**src/mexp_pkg.sv**
```systemverilog
// ----------------------------------------------------------------------------
// mexp_pkg
// Shared constants, register indexes, controller states and the request and
// response types of the bit-serial modular multiplier.
// ----------------------------------------------------------------------------
package mexp_pkg;

  localparam int WIDTH     = 32;              // exponent bits scanned per beat
  localparam int DATA_W    = 32;              // base, modulus, result width
  localparam int MOD_W     = DATA_W + 1;      // modulus with 2^DATA_W encoding
  localparam int CNT_W     = $clog2(WIDTH);
  localparam int STEP_W    = $clog2(DATA_W);
  localparam int REG_IDX_W = 1;

  localparam logic [REG_IDX_W-1:0] REG_MODULUS  = 1'd0;
  localparam logic [REG_IDX_W-1:0] REG_EXPONENT = 1'd1;

  typedef enum logic [1:0] {
    ST_IDLE,
    ST_SQR,
    ST_MUL,
    ST_HOLD
  } mexp_state_t;

  typedef struct packed {
    logic              start;
    logic [DATA_W-1:0] x;       // multiplicand, already reduced
    logic [DATA_W-1:0] y;       // scanned MSB first, any value
  } mexp_mul_req_t;

  typedef struct packed {
    logic              done;
    logic [DATA_W-1:0] result;
  } mexp_mul_rsp_t;

endpackage

```
**src/mexp_mulmod.sv**
```systemverilog
// ----------------------------------------------------------------------------
// mexp_mulmod
// Bit-serial interleaved modular multiplier: x * y mod m, one bit of y per
// cycle, MSB first. Each step forms 2r + y_i*x and folds it below m.
// ----------------------------------------------------------------------------
module mexp_mulmod (
  input  logic                   clk,
  input  logic                   rst_n,
  input  logic [mexp_pkg::MOD_W-1:0] modulus,
  input  mexp_pkg::mexp_mul_req_t req,
  output mexp_pkg::mexp_mul_rsp_t rsp
);
  import mexp_pkg::*;

  logic [DATA_W-1:0] x_r;
  logic [DATA_W-1:0] y_sr_r;
  logic [DATA_W-1:0] acc_r, acc_nxt;
  logic [STEP_W-1:0] step_r;
  logic              busy_r;
  logic              done_r;

  logic [DATA_W+1:0] sum;
  logic [DATA_W+2:0] sub1;
  logic [DATA_W+2:0] sub2;

  always_comb begin
    sum  = {1'b0, acc_r, 1'b0} + (y_sr_r[DATA_W-1] ? {2'b00, x_r} : '0);
    sub1 = {1'b0, sum} - {2'b00, modulus};
    sub2 = {1'b0, sum} - {1'b0, modulus, 1'b0};
    if (!sub2[DATA_W+2]) begin
      acc_nxt = sub2[DATA_W-1:0];
    end else if (!sub1[DATA_W+2]) begin
      acc_nxt = sub1[DATA_W-1:0];
    end else begin
      acc_nxt = sum[DATA_W-1:0];
    end
  end

  always_ff @(posedge clk) begin
    if (!rst_n) begin
      busy_r <= 1'b0;
      done_r <= 1'b0;
      step_r <= '0;
    end else begin
      done_r <= 1'b0;
      if (req.start) begin
        busy_r <= 1'b1;
        step_r <= STEP_W'(DATA_W - 1);
      end else if (busy_r) begin
        step_r <= step_r - 1'b1;
        if (step_r == '0) begin
          busy_r <= 1'b0;
          done_r <= 1'b1;
        end
      end
    end
  end

  always_ff @(posedge clk) begin
    if (req.start) begin
      x_r    <= req.x;
      y_sr_r <= req.y;
      acc_r  <= '0;
    end else if (busy_r) begin
      y_sr_r <= {y_sr_r[DATA_W-2:0], 1'b0};
      acc_r  <= acc_nxt;
    end
  end

  assign rsp.done   = done_r;
  assign rsp.result = acc_r;

endmodule

```
**src/modular_exponentiation.sv**
```systemverilog
// ----------------------------------------------------------------------------
// modular_exponentiation
// Square-and-multiply exponentiation: base^exponent mod modulus.
// Exponent zero goes straight to the output register with result 1;
//   otherwise WIDTH squarings plus one multiplication per set exponent bit,
//   each product run by the bit-serial multiplier (32 steps plus load and unload).
// Throughput: one beat at a time; the next beat is taken once the result
//   moves into the output register. Sync reset: modulus 1, exponent 1, idle.
// ----------------------------------------------------------------------------
module modular_exponentiation (
  input  logic                               clk,
  input  logic                               rst_n,
  input  logic                               cfg_wr_en,
  input  logic [mexp_pkg::REG_IDX_W-1:0]     cfg_index,
  input  logic [mexp_pkg::DATA_W-1:0]        cfg_wdata,
  input  logic                               in_valid,
  output logic                               in_stall,
  input  logic [mexp_pkg::DATA_W-1:0]        in_base,
  output logic                               out_valid,
  input  logic                               out_stall,
  output logic [mexp_pkg::DATA_W-1:0]        out_power_mod
);
  import mexp_pkg::*;

  logic [DATA_W-1:0] modulus_r;
  logic [DATA_W-1:0] exponent_r;

  mexp_state_t       state_r, state_nxt;
  logic [DATA_W-1:0] base_r;
  logic [DATA_W-1:0] acc_r, acc_nxt;
  logic [WIDTH-1:0]  exp_sr_r, exp_sr_nxt;
  logic [CNT_W-1:0]  bit_cnt_r, bit_cnt_nxt;
  logic              go_r, go_nxt;
  logic              out_valid_r, out_valid_nxt;
  logic [DATA_W-1:0] out_data_r;

  logic [MOD_W-1:0]        mod_w;
  logic [WIDTH+DATA_W-1:0] exp_ext;
  logic [WIDTH-1:0]        exp_w;
  logic                    in_fire;
  logic                    out_free;
  logic                    last_bit;
  mexp_mul_req_t           mul_req;
  mexp_mul_rsp_t           mul_rsp;

  // zero modulus stands for 2^DATA_W
  assign mod_w    = {modulus_r == '0, modulus_r};
  assign exp_ext  = {{WIDTH{1'b0}}, exponent_r};
  assign exp_w    = exp_ext[WIDTH-1:0];
  assign in_stall = (state_r != ST_IDLE);
  assign in_fire  = in_valid && !in_stall;
  assign out_free = !out_valid_r || !out_stall;
  assign last_bit = (bit_cnt_r == '0);

  always_ff @(posedge clk) begin
    if (!rst_n) begin
      modulus_r  <= DATA_W'(1);
      exponent_r <= DATA_W'(1);
    end else if (cfg_wr_en) begin
      case (cfg_index)
        REG_MODULUS:  modulus_r  <= cfg_wdata;
        REG_EXPONENT: exponent_r <= cfg_wdata;
        default: ;
      endcase
    end
  end

  // next state
  always_comb begin
    state_nxt = state_r;
    case (state_r)
      ST_IDLE: begin
        if (in_fire) begin
          state_nxt = (exp_w == '0) ? ST_HOLD : ST_SQR;
        end
      end
      ST_SQR: begin
        if (mul_rsp.done) begin
          if (exp_sr_r[WIDTH-1]) begin
            state_nxt = ST_MUL;
          end else if (last_bit) begin
            state_nxt = ST_HOLD;
          end
        end
      end
      ST_MUL: begin
        if (mul_rsp.done) begin
          state_nxt = last_bit ? ST_HOLD : ST_SQR;
        end
      end
      ST_HOLD: begin
        if (out_free) begin
          state_nxt = ST_IDLE;
        end
      end
      default: state_nxt = ST_IDLE;
    endcase
  end

  // outputs and datapath
  always_comb begin
    acc_nxt       = acc_r;
    exp_sr_nxt    = exp_sr_r;
    bit_cnt_nxt   = bit_cnt_r;
    go_nxt        = 1'b0;
    out_valid_nxt = out_valid_r && out_stall;
    case (state_r)
      ST_IDLE: begin
        if (in_fire) begin
          exp_sr_nxt  = exp_w;
          bit_cnt_nxt = CNT_W'(WIDTH - 1);
          if (exp_w == '0) begin
            acc_nxt = DATA_W'(1);
          end else begin
            acc_nxt = (mod_w == MOD_W'(1)) ? '0 : DATA_W'(1);
            go_nxt  = 1'b1;
          end
        end
      end
      ST_SQR, ST_MUL: begin
        if (mul_rsp.done) begin
          acc_nxt = mul_rsp.result;
          if (state_r == ST_SQR && exp_sr_r[WIDTH-1]) begin
            go_nxt = 1'b1;
          end else if (!last_bit) begin
            exp_sr_nxt  = {exp_sr_r[WIDTH-2:0], 1'b0};
            bit_cnt_nxt = bit_cnt_r - 1'b1;
            go_nxt      = 1'b1;
          end
        end
      end
      ST_HOLD: begin
        if (out_free) begin
          out_valid_nxt = 1'b1;
        end
      end
      default: ;
    endcase
  end

  always_ff @(posedge clk) begin
    if (!rst_n) begin
      state_r     <= ST_IDLE;
      go_r        <= 1'b0;
      out_valid_r <= 1'b0;
      bit_cnt_r   <= '0;
    end else begin
      state_r     <= state_nxt;
      go_r        <= go_nxt;
      out_valid_r <= out_valid_nxt;
      bit_cnt_r   <= bit_cnt_nxt;
    end
  end

  always_ff @(posedge clk) begin
    acc_r    <= acc_nxt;
    exp_sr_r <= exp_sr_nxt;
    if (in_fire) begin
      base_r <= in_base;
    end
    if (state_r == ST_HOLD && out_free) begin
      out_data_r <= acc_r;
    end
  end

  assign mul_req.start = go_r;
  assign mul_req.x     = acc_r;
  assign mul_req.y     = (state_r == ST_MUL) ? base_r : acc_r;

  mexp_mulmod u_mulmod (
    .clk     (clk),
    .rst_n   (rst_n),
    .modulus (mod_w),
    .req     (mul_req),
    .rsp     (mul_rsp)
  );

  assign out_valid     = out_valid_r;
  assign out_power_mod = out_data_r;

endmodule

```
**config.mk**
```make
export PLATFORM = sky130hd
export DESIGN_NAME = modular_exponentiation
export DESIGN_NICKNAME = d
export VERILOG_FILES = /design/src/mexp_pkg.sv /design/src/mexp_mulmod.sv /design/src/modular_exponentiation.sv
export SDC_FILE = /design/constraint.sdc
export NUM_CORES = 1
export LEC_CHECK = 0
export ABC_AREA = 1
export ABC_CLOCK_PERIOD_IN_PS = 5900
export BUFFER_PORTS_ARGS = -buffer_cell sky130_fd_sc_hd__clkbuf_2
export CORE_UTILIZATION = 31
export CTS_CLUSTER_SIZE = 28
export DETAILED_ROUTE_END_ITERATION = 10
export GPL_TIMING_DRIVEN = 0
export SETUP_SLACK_MARGIN = 0.1
export SYNTH_ARGS = -nofsm -noshare
export SYNTH_HDL_FRONTEND = slang
export SYNTH_SLANG_ARGS = --single-unit
```
**constraint.sdc**
```tcl
create_clock -name clk -period 5.9 [get_ports clk]
set_input_delay 0 -clock clk [delete_from_list [all_inputs] [get_ports clk]]
set_output_delay 0 -clock clk [all_outputs]
set_load 0.02 [all_outputs]
```
---- After elaboration in Yosys (flattened, before gate mapping) ----
Cells that the tools add are included.
word-level totals
  word-level logic and storage cells ...... 103
  bits in registers ....................... 304
  output and inout bits ................... 34
  input port bits ......................... 70
cells by class
  eq/ne operators ......................... 12
  reduce and logical (&&, ||, !) cells .... 23
  bitwise operators ....................... 3
  mux-type cells .......................... 44
  add/sub/neg operators ................... 5
operator list
  kind                   count
  $mux W32               12
  $pmux W32 S2           2
  $logic_not A32 Y1      2
  $sub A34 B33 Y35       1
  $sub A34 B34 Y35       1
  $add A33 B34 Y34       1
  $eq A33 B1 Y1 const B  1
  $mux W5                6
  $mux W2                8
  $mux W1                13
  $logic_not A5 Y1       2
  $pmux W5 S2            1
  $reduce_and A5 Y1      2
  $sub A5 B1 Y5 const B  2
  $ne A2 B2 Y1 const B   4
  $pmux W2 S4            1
  $ne A2 B1 Y1 const B   3
  $reduce_bool A2 Y1     3
  $eq A2 B2 Y1 const B   2
  $logic_and A1 B1 Y1    4
  $reduce_and A2 Y1      2
  $logic_not A1 Y1       3
  $ne A3 B3 Y1 const B   1
  $not A1 Y1             3
  7 further kinds        7

---- Depth between registers and ports, before layout ----
  depth after elaboration ................. 6
  depth in mapped cells ................... 34
  gate-level depth less buffers ........... 33

---- By module ----
A second synthesis with hierarchy kept.
second synthesis, totals
  cells, all modules ...................... 2766
  area total of the unflattened synthesis .. 19840.3 um^2
by module, submodules not included
  module                  area an instance (um^2)  cells an instance  sequential area each (um^2)  instances
  mexp_mulmod             11892.7                  1947               2702.6                       1
  modular_exponentiation  7947.6                   819                5305.1                       1

---- Worst setup path after synthesis ----
OpenSTA, ideal clock, no wires.
  path kind ............................... flip-flop to flip-flop
  from .................................... register state_r[0]
  to ...................................... register bit_cnt_r[4]
  data required time ...................... 5778 ps
  stages on the path, launching flop included .. 11
  path buffers ............................ 1
  arrival time ............................ 5005 ps
  period minus slack after synthesis ...... 5127 ps
  slack ................................... 773 ps
  setup time .............................. 122 ps
  cells stage by stage .................... dfxtp_1 -> inv_1 -> ha_1 -> clkbuf_1 -> nor2_1 -> a211oi_1 -> nand2_1 -> inv_1 -> nand3b_1 -> o21ai_0 -> a21oi_1
between the ends
  longest elaborated chain between the ends .. 5
  elaborated cells on any way between the ends .. 15
  those cells by class .................... eq/ne: 6; mux: 1; reduce/logical: 8
ends and longest elaborated chain
  item                         line                           text
  start: declaration           modular_exponentiation.sv:28   mexp_state_t state_r, state_nxt;
  start signal: assignment     modular_exponentiation.sv:148  state_r <= state_nxt;
  $reduce_bool A2 Y1           modular_exponentiation.sv:50   assign in_stall = (state_r != ST_IDLE);
  $logic_not A1 Y1             modular_exponentiation.sv:51   assign in_fire = in_valid && !in_stall;
  $logic_and A1 B1 Y1          modular_exponentiation.sv:51
  $ne A2 B2 Y1 (no line)       -
  $reduce_and A5 Y1 (no line)  -
  end signal: assignment       modular_exponentiation.sv:151  bit_cnt_r <= bit_cnt_nxt;
  end: declaration             modular_exponentiation.sv:32   logic [CNT_W-1:0] bit_cnt_r, bit_cnt_nxt;
Several ways; a longest one is shown, not always the timed one.
A chain may end at the register's enable or synchronous reset.

---- Worst setup path in the final report ----
  from .................................... register u_mulmod.y_sr_r[31]
  to ...................................... register u_mulmod.acc_r[19]
between the ends
  longest elaborated chain between the ends .. 5
  elaborated cells on any way between the ends .. 6
  those cells by class .................... add/sub: 3; mux: 3
ends and longest elaborated chain
  item                      line               text
  start: declaration        mexp_mulmod.sv:16  logic [DATA_W-1:0] y_sr_r;
  start signal: assignment  mexp_mulmod.sv:62  y_sr_r <= req.y;
  start signal: assignment  mexp_mulmod.sv:65  y_sr_r <= {y_sr_r[DATA_W-2:0], 1'b0};
  $mux W32 *                mexp_mulmod.sv:27  sum = {1'b0, acc_r, 1'b0} + (y_sr_r[DATA_W-1] ? {2'b00, x_r} : '0);
  $add A33 B34 Y34 *        mexp_mulmod.sv:27
  $sub A34 B33 Y35          mexp_mulmod.sv:28  sub1 = {1'b0, sum} - {2'b00, modulus};
  $mux W32                  mexp_mulmod.sv:32  end else if (!sub1[DATA_W+2]) begin
  $mux W32 *                mexp_mulmod.sv:30  if (!sub2[DATA_W+2]) begin
  end signal: assignment    mexp_mulmod.sv:66  acc_r <= acc_nxt;
  end: declaration          mexp_mulmod.sv:17  logic [DATA_W-1:0] acc_r, acc_nxt;
Every way passes the cells marked *; elsewhere a longest branch is shown, timed or not.

==> results_dict.tcl <==
set metrics [dict create \
    cell_internal_pwr_w 0.00686 \
    cp_top_family "simple AND/OR/NAND/NOR gates" \
    synth_fp_nets 2802 \
    grt_util_met2 0.320 \
    power_density_mw_per_mm2 633 \
    antenna_found_initial 2 \
    hold_path.class "in -> reg" \
    max_freq_mhz 188 \
    portBuffers 102 \
    cp.buffers_inverters 8 \
    syn-mean-instance-area_um2 7.26 \
    grt_pass1_wl_um 94000 \
    post_dp_cell_area_mm2 0.0206 \
    grt-busiest-layer "met2" \
    synth.area.top_cells "edfxtp_1 (30%), nand2_1 (16%), dfxtp_1 (12%), inv_1 (7.5%), ha_1 (6.9%)" \
    p_comb_frac 0.621 \
    gp_congestion 0.980 \
    placed_cells 3511 \
    io_pins 104 \
    insertion_delay_ps 600 \
    drive_gt1_frac 0.0717 \
    post-route-period-util 0.899 \
    ant_nets 0 \
    cellLeakagePower_nw 10.7 \
    dieHeight_um 250 \
    worst_ep_arrival_time_ps 5850 \
    p_sw_w 0.00728 \
    sw_frac_of_total 0.515 \
    met1_usage 0.262 \
    via_per_inst 4.79 \
    rsz0062_at_grt "false" \
    antenna_cells 0 \
    end_kind "flip-flop" \
    synth_top_area_frac 0.303 \
    final_area_mm2 0.0223 \
    cp_slowest_cell "edfxtp_1" \
    crit_path_max_fanout 10 \
    final_critical_path_setup_slack_ps 594 \
    grt_usage 0.193 \
    path_common_cell "nand2_1" \
    synthArstFlopShare 0 \
    crit_path_start_kind "flip-flop" \
    slew_headroom 0.271 \
    finalSetupViolCount 0 \
    core_mm2 0.0605 \
    clk_pin_slew_worst_paths_ps 60 \
    start_util 0.315 \
    vias 17400 \
    cp_slowest_stage_delay_ps 510 \
    ys_ff_latch 304 \
    drv_slew 0 \
    fin_nets 3013 \
    worst-slew-pin-transition_ps 1090 \
    grt_max_degree 38 \
    ys_top_cells_by_count "nand2_1 (795), inv_1 (378), nor2_1 (279), edfxtp_1 (192), o21ai_0 (156)" \
    pre_cts_ws_ps 409 \
    yosysMostFrequentCell "nand2_1" \
    seq_area_frac_synth 0.420 \
    power_w 0.0141 \
    syn_inst 2624 \
    yosys_warnings 0 \
    cts_tree "yes" \
    report.final.hold_viol_count 0 \
    yosysUniqueCellTypes 47 \
    drtIter0Drc 1357 \
    wirelength_um 61100 \
    finalNonFillerCells 3642 \
    drt_pre_antenna_iters 5 \
    dieArea_mm2 0.0624 \
    cts.sink_count 304 \
    clock_power_share 0.134 \
    drc_errors 0 \
    post-route-min-period_ps 5310 \
    fin_tns_setup_ps 0 \
    synth_edf_count 192 \
    p_seq_frac 0.245 \
    status "complete, no violations" \
    clk_path_buf_depth 3 \
    area_growth_pct 17.3 \
    wl_per_cell_um 16.8 \
    grt_pass1_vias 16300 \
    irDropWorstVdd_mv 0.300 \
    std_cell_rows 90 \
    use_met3 0.0225 \
    worst_clock_skew_ps 31.3 \
    grt_overflow 0 \
    ys_dominant_reg_cell "edfxtp_1" \
    crit_required_ps 6440 \
    cts_made_buffers 31 \
    yosysTopAreaCell "edfxtp_1" \
    htreeDepth 1 \
    cts_root_buf "clkbuf_16" \
    cap_violations 0 \
    die_w_um 250 \
    crit_type "reg -> reg" \
    dp_hpwl_um 49400 \
    synth_area_mm2 0.0190 \
]
-- flip-flops by register name, indices dropped and copies added, names as in the netlist --
register,count
out_valid,1
u_mulmod.busy_r,1
go_r,1
exp_w,32
base_r,32
out_power_mod,32
u_mulmod.x_r,32
u_mulmod.step_r,5
u_mulmod.y_sr_r,32
exp_sr_r,32
modulus_r,32
state_r,2
u_mulmod.acc_r,32
u_mulmod.done_r,1
bit_cnt_r,5
acc_r,32
-- cells in the final DEF (no fill, tap or decap), drive strengths merged, types with 2 or more instances in the layout --
master       instances
or2                  7
inv                388
a21oi              150
nand4               45
fa                   3
and2                 5
edfxtp             192
a31oi               11
o211ai               2
clkinv              17
nor4                18
o21a                 5
a211oi               2
o21bai              18
nand3b               9
dlygate4sd3         71
dfxtp              112
xnor2               10
nor2               281
nand2              799
clkbuf             199
xor2                45
o21ai              157
nor3                21
buf                 28
nand3              149
ha                 105
-- path summary, 6_finish.rpt --
check,slack [ps],cells past startpoint,from,end
min,30,3,rst_n,bit_cnt_r[3]
min reg2reg,480,1,bit_cnt_r[0],bit_cnt_r[0]
max reg2reg,590,28,u_mulmod.y_sr_r[31],u_mulmod.acc_r[19]
max,590,28,u_mulmod.y_sr_r[31],u_mulmod.acc_r[19]
-- layer usage --
| metal | wire length [um] | part of all wire |
|---|---|---|
| met5 | 22 | 0.00036 |
| met2 | 27900 | 0.46 |
| met1 | 28100 | 0.46 |
| met4 | 1720 | 0.028 |
| met3 | 3380 | 0.055 |
-- repair_timing --
action | CTS | global route
endpoints found under the hold margin | 132 | 0
setup buffers | 0 | 0
gates resized for setup | 0 | 2
hold buffers | 71 | 0
setup endpoints to repair | 0 | 18
-- power groups by stage --
stage	logic [W]	clock network, W	registers [W]
after floorplan	0.00599	0	0.00336
after global placement	0.00852	0	0.00352
after detailed placement	0.00856	0	0.00350
after CTS	0.00865	0.00194	0.00347
after global routing	0.00973	0.00202	0.00352
final	0.00879	0.00189	0.00346
-- through the flow --
stage | util | hold WS, ps
3_3_place_gp | 0.340 | 179
3_5_place_dp | 0.341 | 179
5_1_grt | 0.369 | 50.9
4_1_cts | 0.369 | 34.5
2_1_floorplan | - | 98.9
6_report | 0.369 | 25.3
-- layout make-up --
cell class | instances | area (um2)
tap | 782 | 978
buffer | 74 | 338
multi-input combinational | 1852 | 9240
timing repair buffer | 178 | 1310
inverter | 394 | 1480
sequential | 304 | 8010
fill | 6362 | 38100
clock buffer | 46 | 892
clock inverter | 12 | 86.3
-- worst min-delay path: stages --
cell and delay [ps]:
clkbuf_1 220, clkinv_1 270, a21oi_1 60
-- logic make-up (layout without fill, tap and decap cells) --
kind of cell | count (synthesis) | after routing | share of synthesized area
compound gates | 351 | 351 | 0.0975
xor+xnor | 55 | 55 | 0.0253
fa+ha+maj | 108 | 108 | 0.0721
buf+inv | 468 | 704 | 0.0953
flops | 304 | 304 | 0.420
simple gates | 1338 | 1338 | 0.289
Note: power is estimated with default switching activity, not from simulation.
